--- src/hdl/tsc_pkg.sv ---
// Shared types, constants and codes for the touch sample conditioner.
`timescale 1ns / 1ps
`default_nettype none

package tsc_pkg;

    // Conversions per axis group; a scan is X, Y, X, Y groups
    localparam int SAMPLES_PER_AXIS = 5;
    localparam int SAMPLE_W         = 12;
    localparam int POS_W            = $clog2(SAMPLES_PER_AXIS);
    localparam int SUM_W            = SAMPLE_W + $clog2(SAMPLES_PER_AXIS);

    // Trimmed mean divides by (N - 2): reciprocal multiply, exact for SUM_W <= 16
    localparam int TRIM_DIV   = SAMPLES_PER_AXIS - 2;
    localparam int MEAN_SHIFT = 24;
    localparam int RECIP_W    = MEAN_SHIFT + 1;
    localparam logic [RECIP_W-1:0] MEAN_RECIP =
        RECIP_W'(((1 << MEAN_SHIFT) + TRIM_DIV - 1) / TRIM_DIV);
    localparam int MEAN_PROD_W = SUM_W + RECIP_W;

    // Calibration arithmetic
    localparam int WIN_W      = 12;
    localparam int GAIN_W     = 20;
    localparam int OFFSET_W   = 16;
    localparam int FRAC_W     = 16;
    localparam int MAP_PROD_W = GAIN_W + SAMPLE_W + 1;
    localparam int MAP_SUM_W  = MAP_PROD_W + 1;

    localparam logic [WIN_W-1:0] AGREE_RESET = WIN_W'(50);

    // Configuration register indexes
    localparam int CFG_IDX_W  = 3;
    localparam int CFG_DATA_W = 20;
    localparam logic [CFG_IDX_W-1:0] REG_RAW_MODE     = 3'd0;
    localparam logic [CFG_IDX_W-1:0] REG_AGREE_WINDOW = 3'd1;
    localparam logic [CFG_IDX_W-1:0] REG_X_GAIN       = 3'd2;
    localparam logic [CFG_IDX_W-1:0] REG_X_OFFSET     = 3'd3;
    localparam logic [CFG_IDX_W-1:0] REG_Y_GAIN       = 3'd4;
    localparam logic [CFG_IDX_W-1:0] REG_Y_OFFSET     = 3'd5;

    // Group positions within a scan
    localparam logic [1:0] GRP_X1 = 2'd0;
    localparam logic [1:0] GRP_Y1 = 2'd1;
    localparam logic [1:0] GRP_X2 = 2'd2;
    localparam logic [1:0] GRP_Y2 = 2'd3;

    // Queue between front and back
    localparam int QUEUE_DEPTH = 4;
    localparam int QPTR_W      = $clog2(QUEUE_DEPTH);
    localparam int QCNT_W      = QPTR_W + 1;

    typedef enum logic [1:0] {
        KIND_SAMPLE = 2'd0,
        KIND_PEN_UP = 2'd1,
        KIND_ACK    = 2'd2
    } kind_t;

    typedef enum logic {
        OP_GROUP,
        OP_REPORT
    } op_t;

    // One queued job: a finished group or a flags-only report
    typedef struct packed {
        op_t              op;
        logic [1:0]       grp;
        logic             held;
        logic             pending;
        logic [SUM_W-1:0] tsum;
    } entry_t;

    typedef struct packed {
        logic                       raw_mode;
        logic [WIN_W-1:0]           agree_window;
        logic signed [GAIN_W-1:0]   x_gain;
        logic signed [OFFSET_W-1:0] x_offset;
        logic signed [GAIN_W-1:0]   y_gain;
        logic signed [OFFSET_W-1:0] y_offset;
    } cfg_t;

    typedef struct packed {
        logic                pen_held;
        logic                press_pending;
        logic                reading_valid;
        logic [SAMPLE_W-1:0] raw_x;
        logic [SAMPLE_W-1:0] raw_y;
        logic [SAMPLE_W-1:0] screen_x;
        logic [SAMPLE_W-1:0] screen_y;
    } result_t;

endpackage

`default_nettype wire

--- src/hdl/tsc_front.sv ---
// Front end: accepts transactions, tracks pen flags, accumulates groups.
`timescale 1ns / 1ps
`default_nettype none

module tsc_front (
    input  wire logic                    aclk,
    input  wire logic                    aresetn,
    input  wire logic                    s_tvalid,
    output logic                         s_tready,
    input  wire logic [1:0]              kind,
    input  wire logic [tsc_pkg::SAMPLE_W-1:0] sample,
    input  wire logic                    q_full,
    output logic                         push,
    output tsc_pkg::entry_t              push_entry
);
    import tsc_pkg::*;

    localparam logic [POS_W-1:0] POS_LAST = POS_W'(SAMPLES_PER_AXIS - 1);

    logic [POS_W-1:0]    pos_reg, pos_next;
    logic [1:0]          grp_reg, grp_next;
    logic [SUM_W-1:0]    sum_reg, sum_next;
    logic [SAMPLE_W-1:0] min_reg, min_next;
    logic [SAMPLE_W-1:0] max_reg, max_next;
    logic                held_reg, held_next;
    logic                pend_reg, pend_next;

    logic                accept;
    logic [SUM_W-1:0]    sum_acc;
    logic [SAMPLE_W-1:0] min_acc;
    logic [SAMPLE_W-1:0] max_acc;

    assign s_tready = !q_full;
    assign accept   = s_tvalid && !q_full;

    // Running group statistics including the current conversion
    assign sum_acc = sum_reg + SUM_W'(sample);
    assign min_acc = (sample < min_reg) ? sample : min_reg;
    assign max_acc = (sample > max_reg) ? sample : max_reg;

    // Classify the transaction and update scan state
    always_comb begin
        pos_next  = pos_reg;
        grp_next  = grp_reg;
        sum_next  = sum_reg;
        min_next  = min_reg;
        max_next  = max_reg;
        held_next = held_reg;
        pend_next = pend_reg;
        push      = 1'b0;
        push_entry.op = OP_REPORT;
        push_entry.grp = grp_reg;
        push_entry.tsum = SUM_W'(sum_acc - SUM_W'(min_acc) - SUM_W'(max_acc));
        if (accept) begin
            case (kind_t'(kind))
                KIND_SAMPLE: begin
                    if (!held_reg) begin
                        held_next = 1'b1;
                        pend_next = 1'b1;
                    end
                    if (pos_reg == POS_LAST) begin
                        push          = 1'b1;
                        push_entry.op = OP_GROUP;
                        pos_next      = '0;
                        grp_next      = grp_reg + 2'd1;
                        sum_next      = '0;
                        min_next      = '1;
                        max_next      = '0;
                    end else begin
                        pos_next = pos_reg + POS_W'(1);
                        sum_next = sum_acc;
                        min_next = min_acc;
                        max_next = max_acc;
                    end
                end
                KIND_PEN_UP: begin
                    held_next = 1'b0;
                    pos_next  = '0;
                    grp_next  = GRP_X1;
                    sum_next  = '0;
                    min_next  = '1;
                    max_next  = '0;
                    push      = 1'b1;
                end
                KIND_ACK: begin
                    pend_next = 1'b0;
                    push      = 1'b1;
                end
                default: begin
                end
            endcase
        end
        push_entry.held    = held_next;
        push_entry.pending = pend_next;
    end

    always_ff @(posedge aclk) begin
        if (!aresetn) begin
            pos_reg  <= '0;
            grp_reg  <= GRP_X1;
            sum_reg  <= '0;
            min_reg  <= '1;
            max_reg  <= '0;
            held_reg <= 1'b0;
            pend_reg <= 1'b0;
        end else begin
            pos_reg  <= pos_next;
            grp_reg  <= grp_next;
            sum_reg  <= sum_next;
            min_reg  <= min_next;
            max_reg  <= max_next;
            held_reg <= held_next;
            pend_reg <= pend_next;
        end
    end

    // Position never runs past the last conversion of a group
    a_pos_range: assert property (@(posedge aclk) disable iff (!aresetn)
        pos_reg <= POS_LAST)
        else $error("group position out of range");

endmodule

`default_nettype wire

--- src/hdl/tsc_queue.sv ---
// Short job queue between the front and back ends.
`timescale 1ns / 1ps
`default_nettype none

module tsc_queue (
    input  wire logic            aclk,
    input  wire logic            aresetn,
    input  wire logic            push,
    input  wire tsc_pkg::entry_t push_entry,
    output logic                 full,
    input  wire logic            pop,
    output logic                 empty,
    output tsc_pkg::entry_t      head
);
    import tsc_pkg::*;

    entry_t            slot_reg [QUEUE_DEPTH];
    logic [QPTR_W-1:0] wr_ptr_reg, rd_ptr_reg;
    logic [QCNT_W-1:0] count_reg, count_next;
    logic              do_push, do_pop;

    assign full    = (count_reg == QCNT_W'(QUEUE_DEPTH));
    assign empty   = (count_reg == '0);
    assign do_push = push && !full;
    assign do_pop  = pop && !empty;
    assign head    = slot_reg[rd_ptr_reg];

    always_comb begin
        count_next = count_reg;
        if (do_push && !do_pop) begin
            count_next = count_reg + QCNT_W'(1);
        end else if (do_pop && !do_push) begin
            count_next = count_reg - QCNT_W'(1);
        end
    end

    // Storage carries no reset
    always_ff @(posedge aclk) begin
        if (do_push) begin
            slot_reg[wr_ptr_reg] <= push_entry;
        end
    end

    always_ff @(posedge aclk) begin
        if (!aresetn) begin
            wr_ptr_reg <= '0;
            rd_ptr_reg <= '0;
            count_reg  <= '0;
        end else begin
            if (do_push) begin
                wr_ptr_reg <= wr_ptr_reg + QPTR_W'(1);
            end
            if (do_pop) begin
                rd_ptr_reg <= rd_ptr_reg + QPTR_W'(1);
            end
            count_reg <= count_next;
        end
    end

    a_no_overflow: assert property (@(posedge aclk) disable iff (!aresetn)
        !(push && full))
        else $error("queue push while full");

    a_ptr_count: assert property (@(posedge aclk) disable iff (!aresetn)
        (QPTR_W'(wr_ptr_reg - rd_ptr_reg) == count_reg[QPTR_W-1:0]))
        else $error("queue pointers disagree with count");

endmodule

`default_nettype wire

--- src/hdl/tsc_back.sv ---
// Back end: trimmed mean, round agreement, calibration mapping, result register.
`timescale 1ns / 1ps
`default_nettype none

module tsc_back (
    input  wire logic            aclk,
    input  wire logic            aresetn,
    input  wire tsc_pkg::cfg_t   cfg,
    input  wire logic            q_empty,
    input  wire tsc_pkg::entry_t head,
    output logic                 pop,
    output logic                 m_tvalid,
    input  wire logic            m_tready,
    output tsc_pkg::result_t     result
);
    import tsc_pkg::*;

    // Clamp a Q.16 mapped value to the 0..4095 screen range
    function automatic logic [SAMPLE_W-1:0] clamp_axis(input logic [MAP_SUM_W-1:0] v);
        logic [SAMPLE_W-1:0] r;
        if (v[MAP_SUM_W-1]) begin
            r = '0;
        end else if (|v[MAP_SUM_W-2:FRAC_W+SAMPLE_W]) begin
            r = '1;
        end else begin
            r = v[FRAC_W +: SAMPLE_W];
        end
        return r;
    endfunction

    logic adv;

    // Stage 1: job plus reciprocal product
    logic                   s1_valid_reg;
    op_t                    s1_op_reg;
    logic [1:0]             s1_grp_reg;
    logic                   s1_held_reg, s1_pend_reg;
    logic [MEAN_PROD_W-1:0] s1_prod_reg;

    // Stage 2: agreement result and raw averages
    logic                s2_valid_reg, s2_held_reg, s2_pend_reg, s2_rvalid_reg;
    logic [SAMPLE_W-1:0] s2_rawx_reg, s2_rawy_reg;

    // Stage 3: calibration products
    logic                        s3_valid_reg, s3_held_reg, s3_pend_reg, s3_rvalid_reg;
    logic [SAMPLE_W-1:0]         s3_rawx_reg, s3_rawy_reg;
    logic signed [MAP_PROD_W-1:0] s3_px_reg, s3_py_reg;

    // Round means and held coordinates
    logic [SAMPLE_W-1:0] fx_reg, fy_reg, sx_reg;
    logic [SAMPLE_W-1:0] hraw_x_reg, hraw_y_reg, hscr_x_reg, hscr_y_reg;
    logic [SAMPLE_W-1:0] hraw_x_next, hraw_y_next, hscr_x_next, hscr_y_next;

    logic    out_valid_reg;
    result_t out_reg;

    logic [SAMPLE_W-1:0] mean;
    logic [SAMPLE_W-1:0] dx, dy;
    logic                agree_ok, scan_done;
    logic [SAMPLE_W:0]   sum_x, sum_y;
    logic [MAP_SUM_W-1:0] vx, vy;
    logic [SAMPLE_W-1:0] scr_x, scr_y;

    // The whole back end moves unless a result is waiting downstream
    assign adv      = !(out_valid_reg && !m_tready);
    assign pop      = adv && !q_empty;
    assign m_tvalid = out_valid_reg;
    assign result   = out_reg;

    // Stage 2 arithmetic
    assign mean      = s1_prod_reg[MEAN_SHIFT +: SAMPLE_W];
    assign dx        = (fx_reg >= sx_reg) ? (fx_reg - sx_reg) : (sx_reg - fx_reg);
    assign dy        = (fy_reg >= mean) ? (fy_reg - mean) : (mean - fy_reg);
    assign agree_ok  = (dx < cfg.agree_window) && (dy < cfg.agree_window);
    assign sum_x     = {1'b0, fx_reg} + {1'b0, sx_reg};
    assign sum_y     = {1'b0, fy_reg} + {1'b0, mean};
    assign scan_done = (s1_op_reg == OP_GROUP) && (s1_grp_reg == GRP_Y2);

    // Stage 4 arithmetic: add offset and clamp
    assign vx = {s3_px_reg[MAP_PROD_W-1], s3_px_reg}
              + {{(MAP_SUM_W-OFFSET_W-FRAC_W){cfg.x_offset[OFFSET_W-1]}},
                 cfg.x_offset, {FRAC_W{1'b0}}};
    assign vy = {s3_py_reg[MAP_PROD_W-1], s3_py_reg}
              + {{(MAP_SUM_W-OFFSET_W-FRAC_W){cfg.y_offset[OFFSET_W-1]}},
                 cfg.y_offset, {FRAC_W{1'b0}}};
    assign scr_x = clamp_axis(vx);
    assign scr_y = clamp_axis(vy);

    // Held coordinates after the job in the last stage
    always_comb begin
        hraw_x_next = hraw_x_reg;
        hraw_y_next = hraw_y_reg;
        hscr_x_next = hscr_x_reg;
        hscr_y_next = hscr_y_reg;
        if (s3_valid_reg && s3_rvalid_reg) begin
            hraw_x_next = s3_rawx_reg;
            hraw_y_next = s3_rawy_reg;
            if (!cfg.raw_mode) begin
                hscr_x_next = scr_x;
                hscr_y_next = scr_y;
            end
        end
    end

    // Pipeline payload
    always_ff @(posedge aclk) begin
        if (adv) begin
            s1_op_reg   <= head.op;
            s1_grp_reg  <= head.grp;
            s1_held_reg <= head.held;
            s1_pend_reg <= head.pending;
            s1_prod_reg <= MEAN_PROD_W'(head.tsum * MEAN_RECIP);

            s2_held_reg   <= s1_held_reg;
            s2_pend_reg   <= s1_pend_reg;
            s2_rvalid_reg <= scan_done && agree_ok;
            s2_rawx_reg   <= sum_x[SAMPLE_W:1];
            s2_rawy_reg   <= sum_y[SAMPLE_W:1];

            s3_held_reg   <= s2_held_reg;
            s3_pend_reg   <= s2_pend_reg;
            s3_rvalid_reg <= s2_rvalid_reg;
            s3_rawx_reg   <= s2_rawx_reg;
            s3_rawy_reg   <= s2_rawy_reg;
            s3_px_reg     <= MAP_PROD_W'(cfg.x_gain)
                           * MAP_PROD_W'($signed({1'b0, s2_rawx_reg}));
            s3_py_reg     <= MAP_PROD_W'(cfg.y_gain)
                           * MAP_PROD_W'($signed({1'b0, s2_rawy_reg}));

            out_reg.pen_held      <= s3_held_reg;
            out_reg.press_pending <= s3_pend_reg;
            out_reg.reading_valid <= s3_rvalid_reg;
            out_reg.raw_x         <= hraw_x_next;
            out_reg.raw_y         <= hraw_y_next;
            out_reg.screen_x      <= hscr_x_next;
            out_reg.screen_y      <= hscr_y_next;
        end
    end

    // Control and scan state
    always_ff @(posedge aclk) begin
        if (!aresetn) begin
            s1_valid_reg  <= 1'b0;
            s2_valid_reg  <= 1'b0;
            s3_valid_reg  <= 1'b0;
            out_valid_reg <= 1'b0;
            fx_reg        <= '0;
            fy_reg        <= '0;
            sx_reg        <= '0;
            hraw_x_reg    <= '0;
            hraw_y_reg    <= '0;
            hscr_x_reg    <= '0;
            hscr_y_reg    <= '0;
        end else if (adv) begin
            s1_valid_reg  <= !q_empty;
            s2_valid_reg  <= s1_valid_reg && ((s1_op_reg == OP_REPORT) || scan_done);
            s3_valid_reg  <= s2_valid_reg;
            out_valid_reg <= s3_valid_reg;
            if (s1_valid_reg && (s1_op_reg == OP_GROUP)) begin
                case (s1_grp_reg)
                    GRP_X1:  fx_reg <= mean;
                    GRP_Y1:  fy_reg <= mean;
                    GRP_X2:  sx_reg <= mean;
                    default: begin
                    end
                endcase
            end
            hraw_x_reg <= hraw_x_next;
            hraw_y_reg <= hraw_y_next;
            hscr_x_reg <= hscr_x_next;
            hscr_y_reg <= hscr_y_next;
        end
    end

    // A completed scan only comes from pen-down conversions
    a_valid_held: assert property (@(posedge aclk) disable iff (!aresetn)
        (out_valid_reg && out_reg.reading_valid) |-> out_reg.pen_held)
        else $error("valid reading without pen held");

endmodule

`default_nettype wire

--- src/hdl/touch_sample_conditioner.sv ---
// Path: a result on m_tvalid passes from its input transaction through the registers
// of the queue, trimmed-mean multiply, agreement, calibration multiply and output register.
// Throughput: one input transaction per cycle while m_tready stays high; the
// four-entry job queue and the output register set how far a stall is absorbed.
// Reset: synchronous, active low; clears scan state, held coordinates, pen flags
// and configuration (agree window 50). No clearing pass is needed.
`timescale 1ns / 1ps
`default_nettype none

module touch_sample_conditioner (
    input  wire logic        aclk,
    input  wire logic        aresetn,
    // Input channel
    input  wire logic        s_tvalid,
    output logic             s_tready,
    input  wire logic [15:0] s_tdata,   // [11:0] sample
    input  wire logic [1:0]  s_tuser,   // [1:0] kind
    // Result channel
    output logic             m_tvalid,
    input  wire logic        m_tready,
    output logic [55:0]      m_tdata,   // [0] pen_held, [1] press_pending,
                                        // [2] reading_valid, [14:3] raw_x,
                                        // [26:15] raw_y, [38:27] screen_x,
                                        // [50:39] screen_y
    // Configuration write port
    input  wire logic                             cfg_wr_en,
    input  wire logic [tsc_pkg::CFG_IDX_W-1:0]    cfg_index,
    input  wire logic [tsc_pkg::CFG_DATA_W-1:0]   cfg_wdata
);
    import tsc_pkg::*;

    cfg_t    cfg_reg;
    logic    q_full, q_empty, push, pop;
    entry_t  push_entry, head;
    result_t result;

    // Configuration registers
    always_ff @(posedge aclk) begin
        if (!aresetn) begin
            cfg_reg.raw_mode     <= 1'b0;
            cfg_reg.agree_window <= AGREE_RESET;
            cfg_reg.x_gain       <= '0;
            cfg_reg.x_offset     <= '0;
            cfg_reg.y_gain       <= '0;
            cfg_reg.y_offset     <= '0;
        end else if (cfg_wr_en) begin
            case (cfg_index)
                REG_RAW_MODE:     cfg_reg.raw_mode     <= cfg_wdata[0];
                REG_AGREE_WINDOW: cfg_reg.agree_window <= cfg_wdata[WIN_W-1:0];
                REG_X_GAIN:       cfg_reg.x_gain       <= cfg_wdata[GAIN_W-1:0];
                REG_X_OFFSET:     cfg_reg.x_offset     <= cfg_wdata[OFFSET_W-1:0];
                REG_Y_GAIN:       cfg_reg.y_gain       <= cfg_wdata[GAIN_W-1:0];
                REG_Y_OFFSET:     cfg_reg.y_offset     <= cfg_wdata[OFFSET_W-1:0];
                default: begin
                end
            endcase
        end
    end

    tsc_front u_front (
        .aclk       (aclk),
        .aresetn    (aresetn),
        .s_tvalid   (s_tvalid),
        .s_tready   (s_tready),
        .kind       (s_tuser),
        .sample     (s_tdata[SAMPLE_W-1:0]),
        .q_full     (q_full),
        .push       (push),
        .push_entry (push_entry)
    );

    tsc_queue u_queue (
        .aclk       (aclk),
        .aresetn    (aresetn),
        .push       (push),
        .push_entry (push_entry),
        .full       (q_full),
        .pop        (pop),
        .empty      (q_empty),
        .head       (head)
    );

    tsc_back u_back (
        .aclk     (aclk),
        .aresetn  (aresetn),
        .cfg      (cfg_reg),
        .q_empty  (q_empty),
        .head     (head),
        .pop      (pop),
        .m_tvalid (m_tvalid),
        .m_tready (m_tready),
        .result   (result)
    );

    // Pack result fields, lowest first
    assign m_tdata = {5'b0, result.screen_y, result.screen_x, result.raw_y, result.raw_x,
                      result.reading_valid, result.press_pending, result.pen_held};

endmodule

`default_nettype wire
--- config.mk ---
export PLATFORM = sky130hd
export DESIGN_NAME = touch_sample_conditioner
export DESIGN_NICKNAME = d
export VERILOG_FILES = /design/src/hdl/tsc_pkg.sv /design/src/hdl/tsc_front.sv /design/src/hdl/tsc_queue.sv /design/src/hdl/tsc_back.sv /design/src/hdl/touch_sample_conditioner.sv
export SDC_FILE = /design/constraint.sdc
export NUM_CORES = 2
export LEC_CHECK = 0
export ABC_AREA = 1
export BUFFER_PORTS_ARGS = -buffer_cell sky130_fd_sc_hd__buf_2
export CAP_MARGIN = 10
export CORE_MARGIN = 3
export CORE_UTILIZATION = 32
export CTS_CLUSTER_SIZE = 8
export DETAILED_ROUTE_END_ITERATION = 8
export HOLD_SLACK_MARGIN = 0.08
export SETUP_SLACK_MARGIN = 0.02
export SYNTH_ARGS = -nofsm -noshare
export SYNTH_HDL_FRONTEND = slang
export SYNTH_SLANG_ARGS = --single-unit
--- constraint.sdc ---
create_clock -name aclk -period 13.45 [get_ports aclk]
set_input_delay 1.345 -clock aclk [delete_from_list [all_inputs] [get_ports aclk]]
set_output_delay 1.345 -clock aclk [all_outputs]
set_load 0.005 [all_outputs]
# == Yosys cells after proc, flatten, opt, wreduce, memory -nomap -nowiden ==
# Memories as Yosys holds them, arrays and structs flattened. A register that Yosys moved wholly into a read port is not among the register bits.
# Cells that the tools add are included.
# word_totals
register_bits,437
in_bits,46
mem_bits_rw,80
memories,1
word_cells,174
output_inout_bits,58
# mem_list
name,depth,width,rd,rd_clocked_by_memory_dff,wr,line_no,text
u_queue.slot_reg,4,20,1,1,1,tsc_queue.sv:17,entry_t slot_reg [QUEUE_DEPTH];
# classes
eq_ne,13
n_lt_le_gt_ge,6
reduce_logical,40
n_mul,3
addsub,17
n_bitwise,2
mux,41
# op_table
cell,count
12-bit two-way mux,16
33-bit by 32-bit adder with 34-bit output,2
20-bit by 13-bit multiplier with 33-bit output,2
12-bit one-hot mux with 2 select lines,2
12-bit subtractor,4
12-bit < comparator,3
"15-bit by 22-bit multiplier with 35-bit output, second input constant",1
15-bit one-hot mux with 2 select lines,1
15-bit by 12-bit subtractor with 15-bit output,2
12-bit by 12-bit adder with 13-bit output,2
12-bit greater-or-equal comparator,2
15-bit by 12-bit adder with 15-bit output,1
15-bit two-way mux,1
2-bit AND reduction,7
1-bit logical AND,13
"3-bit equality test, second input constant",4
12-bit greater-than comparator,1
3-bit AND reduction,4
1-bit two-way mux,10
5-bit OR reduction,2
3-bit two-way mux,3
"2-bit by 1-bit adder with 2-bit output, second input constant",3
"3-bit by 1-bit adder with 3-bit output, second input constant",2
"2-bit equality test, second input constant",3
16 further kinds,31

# == Depth between registers and ports, before layout ==
# logic_depth
ltp_word,9
ltp_mapped,27
mapped_depth_nobuf,26

# == Modules after synthesis ==
# A second synthesis with hierarchy kept.
# hier_totals
cells_unflattened,6157
hier_area_um2,48529.0
# modules_own_cells
module,cells_per_inst,seq_area_each_um2,instances,area_each_um2
tsc_back,4693,6446.2,1,36944.2
tsc_front,699,920.9,1,4634.4
touch_sample_conditioner,501,1701.6,1,3512.1
tsc_queue,264,2582.5,1,3438.3

# == Least setup slack after synthesis ==
# No wires, ideal clock.
# synth_path
path_kind,flip-flop to flip-flop
startpoint,reg (tool-made name)
endpoint,"reg u_back.s1_prod_reg[30], data pin"
slack_ns,7.365
arrival_ns,5.833
n_path_buf,2
required_time_ns,13.198
path_stages_with_launch,26
period_less_slack_ns,6.085
setup_ns,0.252
path_cell_list,dfxtp_1 > buf_4 > clkbuf_1 > o21ai_0 > o22ai_1 > ha_1 > fa_1 > inv_1 > fa_1 > inv_1 > fa_1 > inv_1 > fa_1 > fa_1 > inv_1 > ha_1 > nand2_1 > inv_1 > a21oi_1 > o21ai_0 > a21boi_1 > nor2_1 > a211oi_1 > nand2_1 > nand2_1 > nand2_1
# synth_rtl
item,line_no,text
end signal: assignment,tsc_back.sv:112,s1_prod_reg <= MEAN_PROD_W'(head.tsum * MEAN_RECIP);
end: declaration,tsc_back.sv:38,logic [MEAN_PROD_W-1:0] s1_prod_reg;

==> metrics <==
number of buffer cells added on primary ports=94; startpoint type of the worst setup path=flop; Yosys warning count=0; synth cell count leaders=inv_1, nand2_1, fa_1; proportion of layout cells with a drive suffix above 1=0.0454; proportion of synthesized chip area in sequential cells=0.247; Synth top area share=0.224; Initial Util=0.323; boundary pin count=104; remaining global-route overflow=0; final antenna-violating net count=0; worst setup skew after layout=0.0325 ns; maximum fanout count along the critical path=24; post-synth top area cell=fa_1; Synth async-reset ratio=0; cells resized by post-CTS repair=0; post-layout minimum cycle time=7.09 ns; Maximum Capacitance Violations=0; slew at the pin with the worst max-slew slack=1.16 ns; most instantiated flip-flop cell in the synthesis netlist=edfxtp_1; number of synthesized flops with an enable pin=236; CTS clock-pin slew for the worst setup and hold paths=0.05 ns; cell count after synthesis=5,847; clock latency on the worst-skew pair=0.65 ns; sum of net half-perimeters after detailed placement=93,200 um; Worst EP arrival=7.48 ns; count of cell types in the netlist=65; status=finished clean; capturing element type of the critical path=flop; via count of the first global-routing pass=37,255; number of clock sinks=464; CTS Root Buffer Type=clkbuf_16; total via count in the routed design=36,587; class of the most critical hold timing path=flop to flop; DR WL/cell=15.2 um; pin count of the biggest net entering global routing=91; number of buffers inserted by post-CTS setup repair=0; height of the chip=390 um; number of placement rows=140; Die W=390 um; average vias per placed instance=4.69; start-to-end type of the worst setup path=flop to flop; post-cts hold buffer count=0; top achievable clock speed=0.141 GHz; number of pins exceeding their max-slew limit in the final report=0; routability congestion estimate=0.896; share of the clock period used by the worst path after layout=0.527; hold violation total from the final report=0; summed negative setup slack over all endpoints=0 ns; leading cell types by total area after synthesis=fa_1, edfxtp_1, ha_1, inv_1, nand2_1; total length of routed wires=119,000 um; total routing resource utilization after global routing=0.158; Finish-stage setup viols=0; max FFs per register=85; mapped cell area=0.0471 mm^2; mean instance size in the synthesized netlist=8.06 um^2; first-pass GRT wire length=194,000 um; area growth from synthesis to layout=9.00%; net count reported at finish=6,840; cell with the most instances after synthesis=inv_1; H-tree depth=3; critical path required time=13.84 ns; First-pass DRT Iterations=5; unrepaired setup endpoints after global routing=false; remaining routing DRC violations=0; number of design-rule violations left by the first detailed-router iteration=2,121; cts bufs inserted=70; clock tree from TritonCTS=yes; largest buffer count on any clock path=3; Max-Slew Margin vs Limit=0.226; initial antenna violation count=10; number of flip-flops and latches in the synthesized netlist=464; core area=0.146 mm^2; fill count=15,051; area of the die=0.152 mm^2
==> layer usage <==
metal	track usage	share of wire	routed length (um)
met1	0.209	0.45	53300
met2	0.267	0.46	55100
met3	0.0216	0.058	6830
met4	0.0471	0.028	3340
met5	0	0.00011	13
==> through the flow <==
stage / utilization / hold WS [ns] / worst slack, ns / area [um^2] / instances
after floorplan: - / 0.400 / 7.36 / 47200 / 5851
after global placement: 0.338 / 0.404 / 6.21 / 49300 / 7679
after detailed placement: 0.338 / 0.409 / 6.21 / 49300 / 7679
after CTS: 0.352 / 0.409 / 6.23 / 51400 / 7803
after global routing: 0.352 / 0.424 / 5.80 / 51400 / 7803
final: 0.352 / 0.416 / 6.36 / 51400 / 7805
==> path summary, 6_finish.rpt <==
check	start	end	slack (ns)	cells after the start
min reg2reg	u_back.s2_pend_reg	u_back.s3_pend_reg	0.42	0
max reg2reg	flop	u_back.s1_prod_reg[30]	6.36	24
min	u_back.s2_pend_reg	u_back.s3_pend_reg	0.42	0
max	flop	u_back.s1_prod_reg[30]	6.36	24
==> area by class of cell <==
cell class	count	area (um^2)	area share
Tap cell	1917	2400	0.0467
Sequential cell	464	11700	0.227
Clock buffer	111	1940	0.0377
Antenna cell	2	5.00	0.0000974
Inverter	1339	5030	0.0979
Multi-Input combinational cell	3847	29600	0.576
Clock inverter	13	179	0.00348
Timing Repair Buffer	112	608	0.0118
==> placed cells by master, fill, tap and decap left out, drive strengths merged, types with 2 or more instances in the layout <==
cell type,count
a32oi,4
a21o,14
and2,4
diode,2
a221oi,11
clkinv,15
o21bai,16
buf,112
edfxtp,236
o31ai,5
xnor2,33
dfxtp,228
a21oi,319
nor4,9
xor2,102
a31oi,12
o21a,9
conb,5
fa,527
nand3b,7
ha,433
o22ai,16
o211ai,17
o2111ai,2
nand4,50
a211oi,39
nor2,375
inv,1337
or2,3
a21boi,10
nand2,1294
nor3,38
nand3,131
o21ai,354
clkbuf,111
==> critical path, cell delays in order (launching register included) <==
cell	delay, ns
dfxtp_1	0.51
inv_1	0.69
o21ai_0	0.19
o22ai_1	0.36
ha_1	0.37
fa_1	0.70
inv_1	0.10
fa_1	0.63
inv_1	0.12
fa_1	0.54
inv_1	0.05
fa_1	0.44
fa_1	0.51
inv_1	0.05
ha_1	0.32
nand2_1	0.14
inv_1	0.05
a21oi_1	0.16
o21ai_0	0.12
a21boi_1	0.31
nor2_1	0.07
a211oi_1	0.23
nand2_1	0.09
nand2_1	0.06
nand2_1	0.04
==> cells by family (layout without fill, tap and decap cells) <==
kind of cell | after synthesis | in the layout | synth area share
AO/OA/AOI/OAI | 835 | 835 | 0.0980
XOR/XNOR | 135 | 135 | 0.0251
adder cells (fa/ha/maj) | 960 | 960 | 0.339
buffers and inverters | 1540 | 1575 | 0.126
flip-flops | 464 | 464 | 0.247
other | 1 | 7 | 0.0000795
AND/OR/NAND/NOR | 1912 | 1912 | 0.165
Power is not shown: default switching activity piles up to over one toggle a cycle in this logic, so the estimate is an artifact.
